File: src/sv/pbfd_pkg.sv
// pbfd_pkg: shared types and constants of the density/lambda accumulator.
// No dependencies; imported by pbfd_datapath, pbfd_ctrl and the top level.
package pbfd_pkg;

    // Register indexes on the configuration port
    localparam logic [2:0] REG_RADIUS = 3'd0;
    localparam logic [2:0] REG_POLY6  = 3'd1;
    localparam logic [2:0] REG_SPIKY  = 3'd2;
    localparam logic [2:0] REG_MASS   = 3'd3;
    localparam logic [2:0] REG_RHO    = 3'd4;
    localparam logic [2:0] REG_EPS    = 3'd5;

    localparam logic [30:0] EPS_RESET = 31'd655;

    // Sequencer steps, in program order (next step is step + 1 unless branched)
    localparam logic [4:0] ST_R2X   = 5'd0;
    localparam logic [4:0] ST_R2Y   = 5'd1;
    localparam logic [4:0] ST_R2Z   = 5'd2;
    localparam logic [4:0] ST_H2    = 5'd3;
    localparam logic [4:0] ST_P1    = 5'd4;
    localparam logic [4:0] ST_P2    = 5'd5;
    localparam logic [4:0] ST_P3    = 5'd6;
    localparam logic [4:0] ST_P4    = 5'd7;
    localparam logic [4:0] ST_SQRT  = 5'd8;
    localparam logic [4:0] ST_HR2   = 5'd9;
    localparam logic [4:0] ST_QDIV  = 5'd10;
    localparam logic [4:0] ST_CM    = 5'd11;
    localparam logic [4:0] ST_GX    = 5'd12;
    localparam logic [4:0] ST_SQX   = 5'd13;
    localparam logic [4:0] ST_GY    = 5'd14;
    localparam logic [4:0] ST_SQY   = 5'd15;
    localparam logic [4:0] ST_GZ    = 5'd16;
    localparam logic [4:0] ST_SQZ   = 5'd17;
    localparam logic [4:0] ST_TX    = 5'd18;
    localparam logic [4:0] ST_TY    = 5'd19;
    localparam logic [4:0] ST_TZ    = 5'd20;
    localparam logic [4:0] ST_KDIV  = 5'd21;
    localparam logic [4:0] ST_KK    = 5'd22;
    localparam logic [4:0] ST_DEN   = 5'd23;
    localparam logic [4:0] ST_RATIO = 5'd24;
    localparam logic [4:0] ST_LAM   = 5'd25;

    typedef struct packed {
        logic [30:0]        radius;
        logic [30:0]        poly6;
        logic signed [31:0] spiky;
        logic [30:0]        mass;
        logic [30:0]        rho;
        logic [30:0]        eps;
    } cfg_t;

    typedef struct packed {
        logic       load;    // input beat taken this cycle
        logic       issue;   // start the unit of this step
        logic       commit;  // write back the result of this step
        logic [4:0] step;
    } cmd_t;

    typedef struct packed {
        logic busy;       // an arithmetic unit is working
        logic far;        // pair beyond radius (valid at commit of ST_H2)
        logic skip_grad;  // self or coincident pair
        logic last;       // current beat closes the run
        logic out_free;   // output register can take a result
    } stat_t;

endpackage

File: src/sv/pbfd_ctrl.sv
// pbfd_ctrl: sequencer that walks the per-beat and end-of-run programme.
// Depends on pbfd_pkg.
module pbfd_ctrl (
    input  logic            clk,
    input  logic            rst_n,
    input  logic            in_valid,
    input  pbfd_pkg::stat_t stat,
    output pbfd_pkg::cmd_t  cmd,
    output logic            in_stall
);
    import pbfd_pkg::*;

    localparam logic [1:0] S_IDLE   = 2'd0;
    localparam logic [1:0] S_ISSUE  = 2'd1;
    localparam logic [1:0] S_WAIT   = 2'd2;
    localparam logic [1:0] S_DECIDE = 2'd3;

    logic [1:0] state_reg, state_next;
    logic [4:0] step_reg, step_next;
    logic       commit;

    always_comb
    begin
        commit     = (state_reg == S_WAIT) && !stat.busy &&
                     ((step_reg != ST_LAM) || stat.out_free);
        state_next = state_reg;
        step_next  = step_reg;
        case (state_reg)
            S_IDLE:
                if (in_valid)
                begin
                    state_next = S_ISSUE;
                    step_next  = ST_R2X;
                end
            S_ISSUE:
                state_next = S_WAIT;
            S_WAIT:
                if (commit)
                begin
                    state_next = S_ISSUE;
                    step_next  = step_reg + 5'd1;
                    case (step_reg)
                        ST_H2:   if (stat.far) state_next = S_DECIDE;
                        ST_P4:   if (stat.skip_grad) state_next = S_DECIDE;
                        ST_SQZ:  state_next = S_DECIDE;
                        ST_LAM:  state_next = S_IDLE;
                        default: ;
                    endcase
                end
            S_DECIDE:
                if (stat.last)
                begin
                    state_next = S_ISSUE;
                    step_next  = ST_TX;
                end
                else
                    state_next = S_IDLE;
            default:
                state_next = S_IDLE;
        endcase
    end

    always_ff @(posedge clk or negedge rst_n)
    begin
        if (!rst_n)
        begin
            state_reg <= S_IDLE;
            step_reg  <= ST_R2X;
        end
        else
        begin
            state_reg <= state_next;
            step_reg  <= step_next;
        end
    end

    always_comb
    begin
        cmd.load   = (state_reg == S_IDLE) && in_valid;
        cmd.issue  = state_reg == S_ISSUE;
        cmd.commit = commit;
        cmd.step   = step_reg;
    end

    assign in_stall = state_reg != S_IDLE;
endmodule

File: config.mk
export PLATFORM = sky130hd
export DESIGN_NAME = pbfd_ctrl
export DESIGN_NICKNAME = d
export VERILOG_FILES = /design/src/sv/pbfd_pkg.sv /design/src/sv/pbfd_ctrl.sv
export SDC_FILE = /design/constraint.sdc
export NUM_CORES = 1
export LEC_CHECK = 0
export BUFFER_PORTS_ARGS = -buffer_cell sky130_fd_sc_hd__buf_2
export CORE_AREA = 2 2 39 41
export DETAILED_ROUTE_END_ITERATION = 16
export DIE_AREA = 0 0 41 43
export PLACE_DENSITY_LB_ADDON = 0.3
export SLEW_MARGIN = 25
export SYNTH_ARGS = -nofsm -noshare
export SYNTH_HDL_FRONTEND = slang
export SYNTH_SLANG_ARGS = --single-unit
File: constraint.sdc
create_clock -name clk -period 1.4 [get_ports clk]
set_input_delay 0 -clock clk [delete_from_list [all_inputs] [get_ports clk]]
set_output_delay 0 -clock clk [all_outputs]
set_load 0.05 [all_outputs]
After elaboration in Yosys (flattened, before gate mapping)
Index checks and enable logic that the tools add are counted.
{ "word_totals": {"latch_bits": 0, "n_memories": 0, "regBits": 7, "wordCells": 35, "out_inout_bits": 9, "ram_bits": 0, "romBits": 0, "input_bits": 8} }
{ "op_classes": {"bitwise": 0, "add_sub_neg": 1, "multipliers": 0, "n_shift": 0, "order_cmp": 0, "reduce_logical": 10, "muxes": 11, "div_mod_pow": 0, "eq_ne": 11} }
{ "op_table": {"columns": ["cell", "n"], "rows": [
  ["$pmux W2 S4", 2],
  ["$mux W5", 3],
  ["$pmux W5 S3", 1],
  ["$eq A5 B5 Y1 const B", 2],
  ["$mux W2", 4],
  ["$ne A2 B2 Y1 const B", 3],
  ["$add A5 B1 Y5 const B", 1],
  ["$eq A5 B2 Y1 const B", 1],
  ["$eq A5 B3 Y1 const B", 1],
  ["$ne A5 B5 Y1 const B", 1],
  ["$eq A2 B2 Y1 const B", 2],
  ["$reduce_and A4 Y1", 1],
  ["$logic_and A1 B1 Y1", 3],
  ["$reduce_bool A3 Y1", 1],
  ["$eq A2 B1 Y1 const B", 1],
  ["$logic_not A2 Y1", 1],
  ["$reduce_and A2 Y1", 1],
  ["$reduce_bool A2 Y1", 1],
  ["$logic_not A1 Y1", 1],
  ["$logic_or A1 B1 Y1", 1],
  ["$mux W1", 1]
]} }

Logic depth before layout (Yosys ltp)
Gate-level depths: netlist (run 1).
{ "depth": {"ltp_word": 5, "ltp_mapped": 6, "ltp_nobuf": 6} }

Least setup slack after synthesis (run 1)
No wires, ideal clock.
{ "synth_timing": {"path_kind": "register to register", "start": "register step_reg[0]", "end": "register step_reg[4]", "path_stages_with_launch": 6, "arrival_time_ns": 1.822, "path_slack_ns": -0.523, "cell_sequence": "dfrtp_1 -> ha_1 -> nand4b_4 -> a311oi_4 -> nor4_1 -> nor4_1"} }
{ "synth_between": {"elab_chain_cells": 5, "word_cells_on_any_way": 8, "cone_classes": "add/sub (1); eq/ne (2); mux (2); reduce/logical (3)"} }
{ "synth_rtl": {"columns": ["item", "line", "text"], "rows": [
  ["from (decl)", "pbfd_ctrl.sv:19", "logic [4:0] step_reg, step_next;"],
  ["from (signal assigned)", "pbfd_ctrl.sv:73", "step_reg <= step_next;"],
  ["parallel branches: the longest is 5 deep, another holds $add A5 B1 Y5", null, null]
]} }
Parallel ways; which one is timed is not known. The select of a mux whose other input is x is not followed.
A chain may end at the register's enable or synchronous reset.

Worst setup path after layout (run 1)
{ "layout_timing": {"start": "register step_reg[1]", "end": "register step_reg[4]"} }
The elaborated chain is that of the path after synthesis.

==> results.ini, run 1 <==
[outcome]
status = complete, but fails checks
violations = negative setup slack

[yosys]
synth_largest_area_cell = dfrtp_1
synth_edf_count = 0
syn_avg_cell_area_um2 = 9.42
synthCells = 59
synth-seq-cells = 7
synth_top_area_share_pct = 31.5
ys.flop_type = dfrtp_1
syn_nets = 69
yosys_warnings = 0
seq_area_frac_synth_pct = 31.5
synth_cell_types = 31
syn_area_um2 = 556
synth_area_leaders = dfrtp_1 (32%), a311oi_4 (4.7%), nand2_1 (4.7%)
synthArstFlopShare_pct = 100

[sta]
slew_viol_final = 0
tns_ns = -0.772
rsz0062_at_grt = yes
min_period_over_period_pct = 111
setup_violations = 7
finClkSkew_ns = 0.00827
setup_slack_ns = -0.149
period_minus_slack_ns = 1.55
relSlewSlack_pct = 75.7
tightest_slew_ns = 0.365
hold_slack_ns = 0.0906
fmax_ghz = 0.646
finalHoldViolCount = 0

[floorplan]
start_util_pct = 40.1
die-area_um2 = 1760
die_h_um = 43
core.rowCount = 14
io_pins = 17
coreArea_um2 = 1380
fp.dieW_um = 41

[detailed_routing]
route.detailed.drc = 0
ant_nets = 0
drtIter0Drc = 17
routed_via_density = 5.27
firstDrtPassIters = 4
wl_per_cell_um = 14.8
drt-total-wl_um = 1670
num_vias = 596

[run]
cap_violations = 0

[cells_and_area]
fin_cells = 113
multi_input_area_um2 = 400
fillers = 109
syn2layout_area_growth_pct = 64.9
final_util_pct = 66.2
regArea_um2 = 180
n_antenna_cell = 0
drive_gt1_share_pct = 59.8
layout.nets = 108
mostFrequentLayoutCell = buf_4
layout_common_cells = buf_4 (19), buf_2 (13), nand2_1 (6)
largest_reg_flops = 5

[clocking]
tritoncts = built
cts.sinks = 7
clk_pin_slew_ns = 0.06
insertion_delay_ns = 0.26
cts_buffers = 3
root_buffer = clkbuf_4
cts_buffer_depth = 2
htree_num_levels = 1

[worst_hold_path]
hp-class = in -> reg

[critical_path]
critPathRequiredTime_ns = 1.55
path_class = reg -> reg
cp-start-kind = flop
worstPathArrival_ns = 1.70
cp_max_fo = 6
crit_path_end_kind = flop

[global_routing]
track_usage_pct = 22.0
grt_pass1_vias = 578
grt_first_pass_wirelength_um = 2500
grt_max_degree = 8
grt.overflow.total = 0
antenna_found_initial = 0

[placement]
port_buffers = 16
gp_congestion = 0.841
placedCellCount = 103
dp_hpwl_um = 1090
pre_cts_ws_ns = -0.215

[pwr]
irDropWorstVdd_mv = 1.32
p_leak_uw = 0.000442
powerDensity_nw_per_um2 = 2450

[cells by family (layout without fill, tap and decap cells)]
group,Yosys count,in the layout,share of synthesized area [%]
AO/OA/AOI/OAI,16,16,24.6
adder cells (fa/ha/maj),2,2,4.50
AND/OR/NAND/NOR,24,24,29.5
multiplexers,1,1,1.80
flip-flops,7,7,31.5
buffers and inverters,9,47,8.11
[what timing repair did]
item                       CTS  global route
hold endpoints to repair     7             0
pin swaps                    3             2
buffers inserted             3             3
resized for setup           11             9
hold buffers                 1             0
setup endpoints to repair    9            10
[layer usage]
layer / up-vias / share of wire (%) / GRT usage, %
met5: - / 0 / 0
met4: 0 / 1.3 / 10.0
met3: 4 / 4.6 / 8.38
met2: 21 / 51 / 32.8
met1: 280 / 43 / 26.7
li1: 291 / - / -
[worst max-delay path, cell delays in order, from the launching register on]
cell and delay [ns]:
dfrtp_2 0.40, inv_2 0.06, ha_4 0.13, nand4b_4 0.13, a311oi_4 0.35, nor4_1 0.10, nor4_1 0.28
[layout make-up]
type	count	share of cell area, %
clock buffers	4	2.87
multi-input cells	43	43.7
well taps	16	2.19
inverters	6	2.46
repair buffers	37	29.1
flip-flops and latches	7	19.7
[worst paths after layout]
check | to | slack (ns) | cells after the start | from
worst max register to register | step_reg[4] | -0.15 | 6 | step_reg[1]
max in group asynchronous | step_reg[0] | 1.07 | 2 | rst_n
worst min-delay path | state_reg[0] | 0.09 | 3 | stat[1]
worst min register to register | step_reg[0] | 0.65 | 2 | step_reg[0]
min in group asynchronous | step_reg[2] | 0.14 | 2 | rst_n
worst max-delay path | step_reg[4] | -0.15 | 6 | step_reg[1]
[power by group]
group | internal, µW | total (µW) | switching (µW)
sequential | 296 | 379 | 83.7
combinational | 734 | 1670 | 932
clock | 109 | 194 | 85.0
[Yosys cell counts (2+ instances only)]
library cell  n
nand2_1       7
buf_4         3
nor2_1        4
o21ai_0       2
nor4_1        2
o21bai_1      2
dfrtp_1       7
nand3_1       2
inv_1         6
ha_1          2
a21oi_1       2
[per-stage QoR]
stage          power [µW]  area, µm²
6_report             2240        916
5_1_grt              2370        916
4_1_cts              2100        852
3_5_place_dp         1760        763
3_3_place_gp         1750        763
2_1_floorplan        1330        577
No activity file was read; power rests on OpenSTA's default activity.
==> inputs of run 2 (changes only) <==
Settings changed: BUFFER_PORTS_ARGS -buffer_cell sky130_fd_sc_hd__buf_2 to not set, DONT_BUFFER_PORTS set to 1, PLACE_DENSITY set to 0.65, PLACE_DENSITY_LB_ADDON 0.3 to not set.
==> run 2 against run 1 <==
Against the previous run: worst hold slack worse by 0.064 ns; clock skew down 0.0040 ns; sequential power up 4%; wire length down 18%; the run still ends with negative setup slack left; global-route usage down 2.6 points; count of clock-buffer cells in the layout unchanged; critical path depth unchanged.
==> results.ini, run 2 (same netlist as run 1, synthesis figures left out) <==
[outcome]
violations = negative setup slack
status = complete, but fails checks

[critical_path]
reg2reg_depth = 4
r2r_start = state_reg[1]
critPathRequiredTime_ns = 1.40
worstPathArrival_ns = 1.50
crit_path_end_kind = primary output
cp-start-kind = flop
startpoint = step_reg[1]
critPathCapture = cmd[5]
r2r_setup_slack_ns = -0.10
path_class = reg -> out
r2r_end = step_reg[4]
cp_max_fo = 3

[clocking]
htree_num_levels = 1
cts_buffer_depth = 2
clk_pin_slew_ns = 0.05
root_buffer = clkbuf_4
tritoncts = built
insertion_delay_ns = 0.25
cts_buffers = 3
cts.sinks = 7

[global_routing]
grt_pass1_vias = 559
grt_first_pass_wirelength_um = 2260
grt.overflow.total = 0
track_usage_pct = 19.4
grt_max_degree = 8
antenna_found_initial = 0

[cells_and_area]
layout.nets = 95
drive_gt1_share_pct = 47.6
layout_common_cells = buf_4 (20), nand2_1 (7), inv_1 (5), dfrtp_2 (5), nor2_1 (4)
n_antenna_cell = 0
finish.instance_area_um2 = 802
largest_reg_flops = 5
syn2layout_area_growth_pct = 44.4
mostFrequentLayoutCell = buf_4

[detailed_routing]
wl_per_cell_um = 13.8
drt-total-wl_um = 1380
route.detailed.drc = 0
firstDrtPassIters = 4
routed_via_density = 5.34
ant_nets = 0
drtIter0Drc = 15
num_vias = 534

[floorplan]
coreArea_um2 = 1380
die-area_um2 = 1760
io_pins = 17
start_util_pct = 40.1
core.rowCount = 14
die_h_um = 43
fp.dieW_um = 41

[placement]
place_area_um2 = 721
pre_cts_ws_ns = -0.170
dp_hpwl_um = 1070
gp_congestion = 0.818
port_buffers = 0

[sta]
relSlewSlack_pct = 77.9
tightest_slew_ns = 0.330
slew_viol_final = 0
min_period_over_period_pct = 107
tns_ns = -0.568
setup_slack_ns = -0.100
setup_violations = 8
rsz0062_at_grt = yes
finClkSkew_ns = 0.00430
finalHoldViolCount = 0
period_minus_slack_ns = 1.50
fmax_ghz = 0.667
hold_slack_ns = 0.0266

[pwr]
powerDensity_nw_per_um2 = 2510
p_leak_uw = 0.000372
irDropWorstVdd_mv = 1.44

[run]
cap_violations = 0

[worst_hold_path]
hp-class = in -> reg

[run 2: worst max-delay path, cell delays in order (launching register included)]
cell	delay, ns
dfrtp_2	0.40
inv_2	0.06
ha_4	0.14
nand4b_4	0.12
buf_4	0.16
o211a_1	0.22
buf_6	0.15
[run 2: worst min path at each step]
| stage | start | end | slack, ns | cells past startpoint |
|---|---|---|---|---|
| 2_1_floorplan | rst_n | state_reg[0] | -0.30 | 0 |
| 3_3_place_gp | rst_n | step_reg[3] | -0.30 | 0 |
| 3_5_place_dp | rst_n | step_reg[3] | -0.30 | 0 |
| 4_1_cts | stat[4] | step_reg[4] | 0.03 | 3 |
| 5_1_grt | stat[4] | step_reg[4] | 0.04 | 3 |
| 6_report | stat[4] | step_reg[4] | 0.03 | 3 |
[run 2: per-stage QoR]
stage                     cells  power (µW)  utilization, %
final                       100        2020            58.0
after global routing        100        2160            58.0
after CTS                    99        1990            57.1
after detailed placement     92        1740            52.1
after global placement       92        1730            52.1
after floorplan              59        1330               -
[run 2: routing by layer]
layer	track usage (%)	wire (µm)	part of all wire (%)
met1	25.4	635	46
met2	27.2	646	47
met3	9.42	57	4.1
met4	6.00	37	2.7
met5	0	0	0
[run 2: area by class of cell]
cell class,instances,area [µm²]
fill,129,582
inverter,6,22.5
timing repair buffer,24,193
sequential,7,181
clock buffer,4,26.3
tap,16,20.0
multi-input combinational,43,359
[run 2: repair_timing]
action / in CTS / in global routing
hold buffers: 2 / 0
gates resized for setup: 6 / 1
setup endpoints to repair: 8 / 8
hold endpoints to repair: 8 / 0
setup buffers: 1 / 1
pin swaps: 2 / 0
[run 2: power by group]
| part | internal, µW | switching [µW] |
|---|---|---|
| logic | 612 | 830 |
| registers | 299 | 96.8 |
| clock network | 108 | 69.0 |
| total | 1020 | 996 |
